## src/sv/saabb_pkg.sv

```systemverilog
// ----------------------------------------------------------------------------
// saabb_pkg
// Shared types and constants for the swept box collision-time block.
// ----------------------------------------------------------------------------
`timescale 1ns / 1ps

package saabb_pkg;

    localparam int NUM_AXES  = 3;
    localparam int CFG_IDX_W = 3;

    // Configuration register indexes
    localparam logic [CFG_IDX_W-1:0] REG_MIN_X = 3'd0;
    localparam logic [CFG_IDX_W-1:0] REG_MIN_Y = 3'd1;
    localparam logic [CFG_IDX_W-1:0] REG_MIN_Z = 3'd2;
    localparam logic [CFG_IDX_W-1:0] REG_MAX_X = 3'd3;
    localparam logic [CFG_IDX_W-1:0] REG_MAX_Y = 3'd4;
    localparam logic [CFG_IDX_W-1:0] REG_MAX_Z = 3'd5;

    // Per-axis side flags that ride along the divider pipeline
    typedef struct packed {
        logic zero;   // displacement on this axis is zero
        logic ovl;    // boxes overlap on this axis
    } axis_flag_t;

endpackage

```

## src/sv/saabb_merge.sv

```systemverilog
// ----------------------------------------------------------------------------
// saabb_merge
// Sign, order and intersect the per-axis times into a hit flag and entry time.
// ----------------------------------------------------------------------------
`timescale 1ns / 1ps

module saabb_merge
    import saabb_pkg::*;
#(
    parameter int TIME_FRAC_BITS = 16
) (
    input  logic [TIME_FRAC_BITS+1:0] en_mag [NUM_AXES],
    input  logic [TIME_FRAC_BITS+1:0] lv_mag [NUM_AXES],
    input  logic                      en_neg [NUM_AXES],
    input  logic                      lv_neg [NUM_AXES],
    input  axis_flag_t                flag   [NUM_AXES],
    output logic                      hit,
    output logic [TIME_FRAC_BITS:0]   t_enter
);

    localparam int TW = TIME_FRAC_BITS + 3;
    localparam logic signed [TW-1:0] T_ONE = TW'(1) << TIME_FRAC_BITS;

    logic signed [TW-1:0] te, tl, a, b, lo, hi;
    logic                 ok;

    // Intersect the running interval axis by axis
    always_comb
    begin
        te = '0;
        tl = T_ONE;
        ok = 1'b1;
        a  = '0;
        b  = '0;
        lo = '0;
        hi = '0;
        for (int i = 0; i < NUM_AXES; i++)
        begin
            a  = en_neg[i] ? -TW'(en_mag[i]) : TW'(en_mag[i]);
            b  = lv_neg[i] ? -TW'(lv_mag[i]) : TW'(lv_mag[i]);
            lo = (a > b) ? b : a;
            hi = (a > b) ? a : b;
            if (flag[i].zero)
            begin
                ok = ok & flag[i].ovl;
            end
            else
            begin
                if (lo > te)
                    te = lo;
                if (hi < tl)
                    tl = hi;
            end
        end
        ok = ok & !(te > tl);
    end

    assign hit     = ok;
    assign t_enter = ok ? te[TIME_FRAC_BITS:0] : '0;

endmodule

```

## config.mk

```make
export PLATFORM = sky130hd
export DESIGN_NAME = saabb_merge
export DESIGN_NICKNAME = d
export VERILOG_FILES = /design/src/sv/saabb_pkg.sv /design/src/sv/saabb_merge.sv
export SDC_FILE = /design/constraint.sdc
export NUM_CORES = 1
export LEC_CHECK = 0
export ABC_CLOCK_PERIOD_IN_PS = 51900
export BUFFER_PORTS_ARGS = -buffer_cell sky130_fd_sc_hd__clkbuf_2
export CAP_MARGIN = 10
export CORE_MARGIN = 2
export CORE_UTILIZATION = 61
export DETAILED_ROUTE_END_ITERATION = 12
export PLACE_DENSITY = 0.85
export REMOVE_ABC_BUFFERS = 1
export SLEW_MARGIN = 15
export SYNTH_ARGS = -nofsm -noshare
export SYNTH_HDL_FRONTEND = slang
export SYNTH_SLANG_ARGS = --single-unit
```

## constraint.sdc

```tcl
create_clock -name vclk -period 51.9
set_clock_uncertainty 0.05 [all_clocks]
set_input_delay 15.57 -clock vclk [all_inputs]
set_output_delay 15.57 -clock vclk [all_outputs]
set_load 0.05 [all_outputs]
```

==> run metrics <==
DRT Wirelength=25400 um; post-CTS setup buffer count=0; vias in the first global route=8440; total congestion overflow=0; 1st-iter DRT viols=668; die area=14900 um^2; final setup vio count=0; Lkg Pwr=4.71 nW; crit path launch type=input pin; Syn Inst Count=1168; drc violations=0; # diodes=0; Post-Syn Area=8530 um^2; worst-margin pin slew=1.06 ns; GRT Overall Usage=33.3%; commonest non-fill, non-tap cell in the layout=ha_1; CTS resizes=0; hold crit path type=in2out; hold depth=5; setup ws final=7.43 ns; hold endpoint=t_enter[0]; Hold WS=31.90 ns; hold_buf cts=0; die width=122 um; core area=13800 um^2; synth unique cells=70; cell taking the most area after synthesis=ha_1; total design power=0.273 mW; IO Port Bufs=138; io pins=138; outcome=complete, no violations; top post-synthesis cells by area=ha_1, mux2i_1, xor2_1; Layout Cells excl Fill=1450; Worst EP arrival=28.85 ns; post-DR vias/cell=6.31; initial core utilization=61.9%; Place WS=7.55 ns; area of the multi-input gates=7910 um^2; synthesized area per cell=7.30 um^2; worst setup path class=in2out; clock buffers=0; Worst setup EP type=primary output; Pwr Density=29.3 nW/um^2; final period utilization=85.7%; Crit path top cell by count=ha_1; final hold violation count=0; antenna violation net count after detailed routing=0; DP Cell Count=1450; CP max stage delay=0.68 ns; YS warnings=0; CP required=36.28 ns; fmax=0.0225 GHz; Fill cells=1225; hold_sp=en_mag[0]; crit-path max FO=42; routed len/inst=17.5 um; first-pass GRT wire length=40500 um; P&R area growth vs syn=9.46%; pin count of the biggest net entering global routing=44; final std cell area, no fill=9330 um^2; final core occ=67.8%; RSZ-0062 raised after global routing=false; Die Y=122 um; Worst path slowest cell=o21ba_1; row count=43; most frequent cells in the layout=ha_1, clkbuf_2, inv_1; initial antenna violation count=0; RePlAce Congestion=1.01; maxcap violations=0; Slew Viols, Final=0; DRT Pass-1 Iters=5; Setup TNS=0 ns; sequential cell area=0 um^2; seq_cells=0; vias=9144; post-DP HPWL=22300 um; Final Net Count=1543; minimum clock period=44.47 ns; post-synthesis sequential area ratio=0%; share of layout cells above drive strength 1=16.3%; peak supply drop=0.0000188 V; top cell type's share of synthesized area=22.2%; slew margin rel.=29.4%; Area after DPL=9330 um^2
[critical path, delay by kind of cell]
kind,cells,cell delay [ns]
adder cells (fa/ha/maj),6,1.54
AO/OA/AOI/OAI,28,6.47
buffers and inverters,7,1.29
multiplexers,3,1.11
XOR/XNOR,2,0.52
AND/OR/NAND/NOR,10,2.32
[where the power goes]
| group | internal, mW | switching [mW] | total (mW) |
|---|---|---|---|
| clock | 0 | 0 | 0 |
| combinational | 0.107 | 0.166 | 0.273 |
| sequential | 0 | 0 | 0 |
[synth_stat cells (18+ instances only)]
cell and number:
a211oi_1 31, a21o_1 33, a21oi_1 57, clkbuf_1 32, ha_1 151, inv_1 119, mux2_2 18, mux2i_1 113
nand2_1 81, nand4_1 27, nor2_1 94, nor2b_1 21, o21ai_0 36, o31ai_1 36, or3_1 22, xnor2_1 29
xor2_1 72
[final cells by class]
class	count	share of cell area, %
multi-input combinational	1005	84.8
timing repair buffer	146	8.04
inverter	119	4.79
tap	180	2.41
[how the worst max path moves through the flow]
| stage | from | end | slack, ns | depth (start not counted) |
|---|---|---|---|---|
| global placement | lv_mag[36] | t_enter[12] | 8.02 | 56 |
| detailed placement | lv_mag[36] | t_enter[13] | 7.55 | 58 |
| CTS | lv_mag[36] | t_enter[13] | 7.54 | 58 |
| floorplan | en_mag[18] | t_enter[12] | -2.42 | 46 |
| global route | lv_mag[36] | t_enter[13] | 6.57 | 56 |
| finish | lv_mag[36] | t_enter[9] | 7.43 | 56 |
[metal layers]
layer  wire length (um)  global-route usage, %  vias up
li1                   -                      -     4475
met1              11000                   43.7     4204
met2              11500                   56.4      397
met3               1700                   2.46       68
met4               1180                   13.8        0
met5                  0                      0        -
[logic make-up after synthesis]
| family | Yosys count | share of synthesized area [%] |
|---|---|---|
| other | 1 | 0.0440 |
| XOR/XNOR | 102 | 10.6 |
| buffers and inverters | 163 | 7.69 |
| adder cells (fa/ha/maj) | 153 | 22.4 |
| multiplexers | 131 | 15.6 |
| AND/OR/NAND/NOR | 350 | 21.6 |
| AO/OA/AOI/OAI | 268 | 22.1 |
No activity file was read; power rests on OpenSTA's default activity.
