### src/sv/saabb_div.sv
// ----------------------------------------------------------------------------
// saabb_div
// Pipelined restoring divider: num * 2^TFB / den, one quotient bit a stage,
// saturated at 2.0.
// ----------------------------------------------------------------------------
`timescale 1ns / 1ps

module saabb_div #(
    parameter int COORD_WIDTH    = 32,
    parameter int TIME_FRAC_BITS = 16
) (
    input  logic                      clk,
    input  logic [TIME_FRAC_BITS:0]   en,
    input  logic [COORD_WIDTH:0]      num,
    input  logic [COORD_WIDTH-1:0]    den,
    input  logic                      neg_in,
    output logic [TIME_FRAC_BITS+1:0] mag,
    output logic                      neg_out
);

    localparam int GW  = COORD_WIDTH + 1;
    localparam int QW  = TIME_FRAC_BITS + 2;
    localparam int NST = TIME_FRAC_BITS + 1;
    localparam logic [QW-1:0] T_LIM = QW'(1) << (TIME_FRAC_BITS + 1);

    logic [GW-1:0]          r_reg [NST];
    logic [QW-1:0]          q_reg [NST];
    logic [COORD_WIDTH-1:0] d_reg [NST];
    logic                   sat_reg [NST];
    logic                   neg_reg [NST];

    logic [GW-1:0] den_ext, den2;
    logic          ge1;

    always_comb
    begin
        den_ext = GW'(den);
        den2    = {den, 1'b0};
        ge1     = (num >= den_ext);
    end

    // First stage: saturation check and integer bit
    always_ff @(posedge clk)
    begin
        if (en[0])
        begin
            sat_reg[0] <= (num >= den2);
            q_reg[0]   <= QW'(ge1);
            r_reg[0]   <= ge1 ? (num - den_ext) : num;
            d_reg[0]   <= den;
            neg_reg[0] <= neg_in;
        end
    end

    // Fraction stages: one shift-compare-subtract each
    for (genvar k = 1; k < NST; k++)
    begin : g_step
        logic [GW-1:0] rs;
        logic          take;
        always_comb
        begin
            rs   = {r_reg[k-1][GW-2:0], 1'b0};
            take = (rs >= GW'(d_reg[k-1]));
        end
        always_ff @(posedge clk)
        begin
            if (en[k])
            begin
                r_reg[k]   <= take ? (rs - GW'(d_reg[k-1])) : rs;
                q_reg[k]   <= {q_reg[k-1][QW-2:0], take};
                d_reg[k]   <= d_reg[k-1];
                sat_reg[k] <= sat_reg[k-1];
                neg_reg[k] <= neg_reg[k-1];
            end
        end
    end

    assign mag     = sat_reg[NST-1] ? T_LIM : q_reg[NST-1];
    assign neg_out = neg_reg[NST-1];

endmodule

### config.mk
export PLATFORM = sky130hd
export DESIGN_NAME = saabb_div
export DESIGN_NICKNAME = d
export VERILOG_FILES = /design/src/sv/saabb_div.sv
export SDC_FILE = /design/constraint.sdc
export NUM_CORES = 2
export LEC_CHECK = 0
export BUFFER_PORTS_ARGS = -buffer_cell sky130_fd_sc_hd__clkbuf_2
export CAP_MARGIN = 5
export CORE_UTILIZATION = 50
export DETAILED_ROUTE_END_ITERATION = 8
export GPL_TIMING_DRIVEN = 1
export PLACE_DENSITY = 0.66
export SYNTH_ARGS = -nofsm -noshare
export SYNTH_HDL_FRONTEND = slang
export SYNTH_SLANG_ARGS = --single-unit
### constraint.sdc
create_clock -name clk -period 7.05 [get_ports clk]
set_input_delay 1.0575 -clock clk [delete_from_list [all_inputs] [get_ports clk]]
set_output_delay 1.0575 -clock clk [all_outputs]
set_load 0.005 [all_outputs]
==> results.md <==
- # rows: 139
- Worst Path Buf+Inv: 1
- Largest family of logic cells by synthesized area: compound AO/OA/AOI/OAI gates
- DRC viols: 0
- Post-synthesis compound-gate area fraction: 16.1%
- CP Capture Type: flip-flop
- Synth Area in Simple Gates: under 10%
- Top post-synthesis cells by area: edfxtp_1 (50%), ha_1 (10%), a21oi_1 (3.9%)
- Largest net degree at the start of global routing: 79
- Routed len/inst: 20.4 µm
- Area growth syn-to-layout: 9.53%
- Hold Buf Count CTS: 0
- Root Driver: clkbuf_16
- Multiplexer share of the synthesized area: 3.84%
- Clock transition at path regs: ~0.060 ns
- Hpwl dp: between 100 and 150 mm
- Final setup viols: 0
- Top cell type's share of synthesized area: ~50%
- Hold Crit Class: reg2reg
- Die Area: 146000 µm²
- Fmax: 211 MHz
- Routed vias/inst: 5.77
- Vias in the first global route: 48661
- Crit path DAT: between 5 and 6 ns
- Status: complete, no violations
- Yosys Warn Count: 0
- Mean area per synthesized cell: 10.9 µm²
- Startpoint types: flip-flop
- EDFF count, synth: roughly 1200
- Synth cell count leaders: edfxtp_1 (1211), inv_1 (671), ha_1 (575), a21oi_1 (563), nand2_1 (413)
- Ratio of cells with drive above 1 in the final layout: 9.01%
- Xor/xnor share of the synthesized area: 5.13%
- WL final: 177 mm
- Maximum clock path buffer count: 3
- VDD IR max: 0.000286 V
- Nets: between 7000 and 8000
- Post-Synth Adder-Cell Area: 10.4%
- Post-CTS setup buffers: 0
- Vias: approximately 50000
- CTS tree: yes
- Leakage: 32.7 nW
- Worst hold margin: 0.413 ns
- Period utilization: 67.2%
- Count leader, synth: edfxtp_1
- Worst Clk Skew: around 0.026 ns
- Crit path required time: 7.57 ns
- # IOs: approximately 100
- Yosys reg bits: about 1200
- DRT iter0 DRCs: roughly 4000
- Max incr delay on CP: approximately 0.96 ns
- H-tree Lvls: 4
- All-layer global routing usage: 24.1%
- Sequential area share after synthesis: 50.3%
- Gp weighted congestion: between 0.9 and 1
- CP dominant cell by count: a21oi_1
- Final instance area: 79200 µm²
- Resize count post-CTS: 0
- Netlist Area Pre-Place: 72300 µm²
- Critical path's slowest cell: o31a_2
- Max-slew violations: 0
- Total gr overflow: 0
- Initial antenna violation count: 5
- Worst path cell trace: ha_1 > a21oi_1 > nor4b_1 > a21oi_1 > a221oi_1 > o21ai_0 > a41oi_2 > o31a_2 > inv_1 > o211a_1
- Worst-Skew Late Latency: 0.77 ns
- Filler cell count: 12325
- Crit path max-delay family: compound AO/OA/AOI/OAI gates
- Chip width: 382 µm
- Min Tclk post-route: 4.74 ns
- Unrepaired setup endpoints after global routing: no
- Asr flop ratio synth: 0%
- Slew @ Worst Pin: 1.22 ns
- CTS sink cnt: 1211
- Pre-CTS WS: approximately 2.3 ns
- Total power: 36.6 mW
- Largest area contributor in the netlist: edfxtp_1
- Top FF cell, synth: edfxtp_1
- ANT nets after route: 0
- Net Count, Synth: around 7300
- I/O Buffers: 102
- Number of distinct library cells after synthesis: 99
- Router iterations before antenna repair: 6
- Max-slew headroom: 17.7%
- Max cap viols: 0
- Die height: 382 µm
- First-pass GRT wire length: 276 mm
- Final hold violations: 0
- Num CTS Buffers: 140
- Critical path class: reg2reg
- Area after DPL: 74600 µm²
- Post-Syn Instances: 6614
- TNS Setup: 0 ns
- Cell Pwr Density: 462 nW/µm²
- Worst-path maximum fanout: 58
- Core area: 143000 µm²
- Initial Utilization: 50.4%
- Setup ws final: 2.31 ns
==> placed cells by master (no fill, tap or decap), types with 63 or more instances in the layout <==
cell type / synthesis / final
xor2_1: 185 / 185
edfxtp_1: 1211 / 1211
nand2b_1: 72 / 72
nor2_1: 375 / 375
ha_1: 575 / 575
xnor2_1: 238 / 238
nand3_1: 109 / 108
clkbuf_2: 2 / 86
nor2b_1: 95 / 95
o21ai_0: 410 / 410
nand4_1: 106 / 106
nand2_1: 413 / 413
mux2_2: 221 / 221
a21oi_1: 563 / 563
o21a_1: 71 / 71
clkbuf_16: 0 / 145
a31oi_1: 64 / 63
a21o_1: 309 / 309
nor3_1: 71 / 71
inv_1: 671 / 671
==> per-layer routing <==
metal,up-vias,global-route usage (%),wire length [µm]
met5,-,0,13
met4,2,7.39,4760
met3,272,2.99,7610
met2,1198,41.4,87100
met1,24264,31.6,77800
li1,24476,-,-
==> logic make-up after synthesis <==
kind of cell             after synthesis
flip-flops                          1211
adder cells (fa/ha/maj)              591
XOR/XNOR                             423
buffers and inverters                875
AO/OA/AOI/OAI                       1834
multiplexers                         249
AND/OR/NAND/NOR                     1431
==> cell type report <==
type / instances / area, µm² / share of cell area [%]
multi-input combinational: 4528 / 32600 / 41.2
clock inverter: 86 / 840 / 1.06
clock buffer: 167 / 3710 / 4.69
tap: 1903 / 2380 / 3.01
antenna: 1 / 2.50 / 0.00316
sequential: 1211 / 36400 / 45.9
timing repair buffer: 132 / 758 / 0.958
inverter: 672 / 2520 / 3.19
==> worst register-to-register path: stages, from the launching register on <==
cell and delay (ns):
edfxtp_1 0.40, ha_1 0.41, a21oi_1 0.21, nor4b_1 0.34, a21oi_1 0.21, a221oi_1 0.41
o21ai_0 0.37, a41oi_2 0.46, o31a_2 0.96, inv_1 0.41, o211a_1 0.32
==> final timing paths <==
| check | from | end | slack (ns) | depth (start not counted) |
|---|---|---|---|---|
| max | r_reg[0][398]$_DFFE_PP_ | r_reg[0][457]$_DFFE_PP_ | 2.31 | 10 |
| min | q_reg[0][18]$_DFFE_PP_ | q_reg[0][37]$_DFFE_PP_ | 0.41 | 0 |
| max reg2reg | r_reg[0][398]$_DFFE_PP_ | r_reg[0][457]$_DFFE_PP_ | 2.31 | 10 |
| min reg2reg | q_reg[0][18]$_DFFE_PP_ | q_reg[0][37]$_DFFE_PP_ | 0.41 | 0 |
==> through the flow <==
stage	cells	util, %
3_3_place_gp	8446	52.0
4_1_cts	8699	55.2
2_1_floorplan	6614	-
3_5_place_dp	8446	52.0
5_1_grt	8699	55.2
6_report	8700	55.2
==> power breakdown <==
part	switching, mW	internal (mW)
Clock	2.95	4.27
Combinational	9.86	7.37
Sequential	1.29	10.8
Power figures use the tool's default switching activity.
