File: src/sv/saabb_pkg.sv
// ----------------------------------------------------------------------------
// saabb_pkg
// Shared types and constants for the swept box collision-time block.
// ----------------------------------------------------------------------------
`timescale 1ns / 1ps

package saabb_pkg;

    localparam int NUM_AXES  = 3;
    localparam int CFG_IDX_W = 3;

    // Configuration register indexes
    localparam logic [CFG_IDX_W-1:0] REG_MIN_X = 3'd0;
    localparam logic [CFG_IDX_W-1:0] REG_MIN_Y = 3'd1;
    localparam logic [CFG_IDX_W-1:0] REG_MIN_Z = 3'd2;
    localparam logic [CFG_IDX_W-1:0] REG_MAX_X = 3'd3;
    localparam logic [CFG_IDX_W-1:0] REG_MAX_Y = 3'd4;
    localparam logic [CFG_IDX_W-1:0] REG_MAX_Z = 3'd5;

    // Per-axis side flags that ride along the divider pipeline
    typedef struct packed {
        logic zero;   // displacement on this axis is zero
        logic ovl;    // boxes overlap on this axis
    } axis_flag_t;

endpackage

File: src/sv/saabb_front.sv
// ----------------------------------------------------------------------------
// saabb_front
// One axis: form entry and leave gaps, their magnitudes and signs, register.
// ----------------------------------------------------------------------------
`timescale 1ns / 1ps

module saabb_front
    import saabb_pkg::*;
#(
    parameter int COORD_WIDTH = 32
) (
    input  logic                          clk,
    input  logic                          en,
    input  logic signed [COORD_WIDTH-1:0] smin,
    input  logic signed [COORD_WIDTH-1:0] smax,
    input  logic signed [COORD_WIDTH-1:0] mmin,
    input  logic signed [COORD_WIDTH-1:0] mmax,
    input  logic signed [COORD_WIDTH-1:0] dlt,
    output logic [COORD_WIDTH:0]          en_mag,
    output logic [COORD_WIDTH:0]          lv_mag,
    output logic                          en_neg,
    output logic                          lv_neg,
    output logic [COORD_WIDTH-1:0]        d_mag,
    output axis_flag_t                    flag
);

    localparam int GW = COORD_WIDTH + 1;

    logic signed [GW-1:0] gap_en, gap_lv, dlt_ext;
    logic [GW-1:0]        en_mag_next, lv_mag_next, d_abs;
    logic [GW-1:0]        en_mag_reg, lv_mag_reg;
    logic [COORD_WIDTH-1:0] d_mag_reg;
    logic                 en_neg_reg, lv_neg_reg;
    axis_flag_t           flag_next, flag_reg;

    // Form gaps and magnitudes
    always_comb
    begin
        gap_en      = GW'(smin) - GW'(mmax);
        gap_lv      = GW'(smax) - GW'(mmin);
        dlt_ext     = GW'(dlt);
        en_mag_next = gap_en[GW-1] ? GW'(-gap_en) : GW'(gap_en);
        lv_mag_next = gap_lv[GW-1] ? GW'(-gap_lv) : GW'(gap_lv);
        d_abs       = dlt_ext[GW-1] ? GW'(-dlt_ext) : GW'(dlt_ext);
        flag_next.zero = (dlt == '0);
        flag_next.ovl  = !(smin > mmax || smax < mmin);
    end

    // Hold stage registers
    always_ff @(posedge clk)
    begin
        if (en)
        begin
            en_mag_reg <= en_mag_next;
            lv_mag_reg <= lv_mag_next;
            d_mag_reg  <= d_abs[COORD_WIDTH-1:0];
            en_neg_reg <= gap_en[GW-1] ^ dlt[COORD_WIDTH-1];
            lv_neg_reg <= gap_lv[GW-1] ^ dlt[COORD_WIDTH-1];
            flag_reg   <= flag_next;
        end
    end

    assign en_mag = en_mag_reg;
    assign lv_mag = lv_mag_reg;
    assign d_mag  = d_mag_reg;
    assign en_neg = en_neg_reg;
    assign lv_neg = lv_neg_reg;
    assign flag   = flag_reg;

endmodule

File: config.mk
export PLATFORM = sky130hd
export DESIGN_NAME = saabb_front
export DESIGN_NICKNAME = d
export VERILOG_FILES = /design/src/sv/saabb_pkg.sv /design/src/sv/saabb_front.sv
export SDC_FILE = /design/constraint.sdc
export NUM_CORES = 1
export LEC_CHECK = 0
export BUFFER_PORTS_ARGS = -buffer_cell sky130_fd_sc_hd__buf_2
export CORE_MARGIN = 2
export CORE_UTILIZATION = 55
export DETAILED_ROUTE_END_ITERATION = 8
export PLACE_DENSITY_LB_ADDON = 0.05
export SLEW_MARGIN = 10
export SYNTH_ARGS = -nofsm -noshare
export SYNTH_HDL_FRONTEND = slang
export SYNTH_SLANG_ARGS = --single-unit
File: constraint.sdc
create_clock -name clk -period 4.15 [get_ports clk]
set_input_delay 0.6225 -clock clk [delete_from_list [all_inputs] [get_ports clk]]
set_output_delay 0.6225 -clock clk [all_outputs]
set_load 0.05 [all_outputs]
==> metrics.log <==
INFO  metric ir_drop = 0.295 mV
INFO  metric grt-ovfl-total = 0
INFO  metric grt_start_max_net_pins = between 80 and 90
INFO  metric synthCells = 1,151
INFO  metric gp_routability_congestion = 0.974
INFO  metric synth_seq_area_share = 30.9%
INFO  metric clock_path_buffers = 2
INFO  metric final_hold_viol_count = 0
INFO  metric max-cap-violations = 0
INFO  metric synth.lib_cells_used.distinct = 89
INFO  metric finalSetupViolations = 0
INFO  metric nFillCells = 1,547
INFO  metric tritoncts_buffers = 9
INFO  metric io_pins = 264
INFO  metric total_nets_final = 1,648
INFO  metric grt_util_all_layers = 28.7%
INFO  metric number_of_enable_type_register_cells_in_the_synthesized_netlist = a little over 100
INFO  metric drtPass1Iterations = 5
INFO  metric clk_transition_reported_paths = around 0.090 ns
INFO  metric clk_root_buffer_cell = sky130_fd_sc_hd__clkbuf_16
INFO  metric crit_path_max_fanout = 5
INFO  metric yosysWarningCount = 0
INFO  metric comb_power_share = 48.9%
INFO  metric die_area = ~0.019 sq mm
INFO  metric level_count_of_the_clock_h_tree = 3
INFO  metric p_leak = 5.14 nW
INFO  metric synth_top_cell_by_area = sky130_fd_sc_hd__edfxtp_1
INFO  metric post_route_cells_drive_above_1_share = 24.8%
INFO  metric floorplan.die.height = 138 um
INFO  metric post_drt_wl_per_cell = ~17 um
INFO  metric min_path_type = in -> reg
INFO  metric drtIter0Drc = between 700 and 800
INFO  metric syn_nets = 1,384
INFO  metric total_routed_length = ~28,000 um
INFO  metric setup.worst_path.end_class = register
INFO  metric run_status = finished, final reports clean
INFO  metric syn_avg_cell_area = 8.61 sq um
INFO  metric grt_pass1_vias = between 8,000 and 9,000
INFO  metric antenna_found_initial = 1
INFO  metric synth_seq_cells = 102
INFO  metric effective_utilization_at_floorplan = a little under three fifths
INFO  metric grt_setup_unrepaired = false
INFO  metric hpwl = 23,000 um
INFO  metric seq_area = 0.00306 sq mm
INFO  metric kind_of_start_point_of_the_critical_path = primary input
INFO  metric via_per_inst = 5.95
INFO  metric finalCritPeriodShare = 93.1%
INFO  metric syn-cell-area = 0.00991 sq mm
INFO  metric seq_power_share = 31.9%
INFO  metric synth_async_sr_flop_share = 0%
INFO  metric criticalPathCategory = in -> reg
INFO  metric p_per_area = between 300 and 400 mW/mm^2
INFO  metric pwr-share-clk = 19.1%
INFO  metric timing_max_transition_violations_final = 0
INFO  metric worst_hold_slack = 0.497 ns
INFO  metric final_cells = 1,650
INFO  metric floorplan.die.width = 138 um
INFO  metric core.rowCount = 49
INFO  metric layout_common_cells = sky130_fd_sc_hd__buf_2 (262), sky130_fd_sc_hd__nand2_1 (105), sky130_fd_sc_hd__edfxtp_1 (102)
INFO  metric slew_headroom = 35.6%
INFO  metric clock_tree_from_tritoncts = built
INFO  metric tritoncts_num_sinks = 102
INFO  metric worstPathArrival = 4.03 ns
INFO  metric area.growth.synth_to_final = 20.2%
INFO  metric clock.fmax = 259 MHz
INFO  metric worst_ep_required_time = ~4.3 ns
INFO  metric post_synth_main_area_contributors = sky130_fd_sc_hd__edfxtp_1 (31%), sky130_fd_sc_hd__ha_1 (8.7%), sky130_fd_sc_hd__xnor2_1 (7.4%), sky130_fd_sc_hd__a21oi_1 (4.1%), sky130_fd_sc_hd__nand2_1 (4.0%)
INFO  metric final_common_cell = sky130_fd_sc_hd__buf_2
INFO  metric post-place-cells = 1,633
INFO  metric power.switching = 2.07 mW
INFO  metric total_power = around 4.6 mW
INFO  metric post-route-drc-count = 0
INFO  metric synth-main-ff-cell = sky130_fd_sc_hd__edfxtp_1
INFO  metric core_occupancy_in_the_finished_layout = 66.8%
INFO  metric fin_crit = 3.87 ns
INFO  metric timing_worst_slew_pin_value = between 0.9 and 1 ns
INFO  metric tns = 0 ns
INFO  metric number_of_port_buffers = 263
INFO  metric postCtsHoldBufs = 0
INFO  metric first_pass_grt_wire_length = 45,000 um
INFO  metric ant_nets = 0
INFO  metric via_count = 9,821
INFO  metric multi_input_area = ~0.0064 sq mm
INFO  metric core = around 0.018 sq mm
INFO  metric internal_power = 2.51 mW
INFO  metric netSwitchingFraction = 45.2%
INFO  metric synth_top_area_share = 30.9%
==> worst max-delay path, stage by stage <==
cell and delay, ns:
sky130_fd_sc_hd__buf_2 0.07, sky130_fd_sc_hd__inv_1 0.03, sky130_fd_sc_hd__ha_1 0.23, sky130_fd_sc_hd__fa_1 0.42, sky130_fd_sc_hd__nand2b_1 0.20, sky130_fd_sc_hd__a21oi_1 0.30
sky130_fd_sc_hd__o211ai_1 0.24, sky130_fd_sc_hd__a31oi_1 0.26, sky130_fd_sc_hd__o221ai_1 0.28, sky130_fd_sc_hd__nor4_1 0.53, sky130_fd_sc_hd__nand4_1 0.27, sky130_fd_sc_hd__nor4_1 0.25
sky130_fd_sc_hd__nor3b_1 0.30
==> synthesized netlist by cell type, types with 20 or more instances <==
cell and count:
sky130_fd_sc_hd__nand2_1 105, sky130_fd_sc_hd__nand3_1 24, sky130_fd_sc_hd__nand4_1 25, sky130_fd_sc_hd__o211ai_1 20, sky130_fd_sc_hd__xor2_1 37, sky130_fd_sc_hd__o31ai_1 22
sky130_fd_sc_hd__clkbuf_1 30, sky130_fd_sc_hd__and3_1 20, sky130_fd_sc_hd__nor3_1 30, sky130_fd_sc_hd__inv_1 88, sky130_fd_sc_hd__edfxtp_1 102, sky130_fd_sc_hd__ha_1 69
sky130_fd_sc_hd__xnor2_1 84, sky130_fd_sc_hd__a21oi_1 82, sky130_fd_sc_hd__nor2_1 63, sky130_fd_sc_hd__o21ai_0 76
==> worst paths after layout <==
path	endpoint	cells after the start	start	slack [ns]
max	lv_mag[32]$_SDFFCE_PP0P_	13	smax[0]	0.28
min	d_mag[0]$_DFFE_PP_	1	dlt[0]	0.50
==> power by group through the flow <==
| stage | clock network (mW) | logic [mW] | registers (mW) |
|---|---|---|---|
| final | 0.877 | 2.24 | 1.46 |
| after global routing | 0.927 | 2.40 | 1.48 |
| after CTS | 0.890 | 2.23 | 1.46 |
| after detailed placement | 0 | 2.22 | 1.48 |
| after global placement | 0 | 2.19 | 1.49 |
| after floorplan | 0 | 0.993 | 2.10 |
==> routing by layer <==
layer	vias to the layer above	GRT usage [%]	share of wire, %
met2	432	45.2	45
met3	46	4.99	7.7
met4	0	9.29	2.4
met1	4512	40.3	45
met5	-	0	0
li1	4831	-	-
==> stage by stage <==
stage,setup slack [ns],instance area [sq um]
finish,0.285,11900
global route,0.0419,11900
CTS,0.349,11900
detailed placement,0.0114,11600
global placement,0.0768,11600
floorplan,0.466,9910
==> repair_timing <==
action / CTS / global route
setup buffers: 0 / 0
setup endpoints to repair: 0 / 3
resized for setup: 0 / 1
hold endpoints to repair: 0 / 0
==> final cells by class <==
class                      count  share of cell area [%]
multi-input combinational    921                    53.4
timing repair buffer         293                    13.1
sequential                   102                    25.7
clock inverter                 7                   0.746
tap                          229                    2.41
inverter                      88                    2.77
antenna                        1                  0.0210
clock buffer                   9                    1.89
==> kinds of logic (layout without fill, tap and decap cells) <==
family / count (synthesis) / after routing / share of synthesized area (%)
flip-flops: 102 / 102 / 30.9
AND/OR/NAND/NOR: 380 / 380 / 20.1
buffers and inverters: 128 / 397 / 5.01
adder cells (fa/ha/maj): 71 / 71 / 9.12
other: 0 / 1 / 0
multiplexers: 4 / 4 / 0.417
XOR/XNOR: 121 / 121 / 10.7
AO/OA/AOI/OAI: 345 / 345 / 23.8
Power figures use the tool's default switching activity.
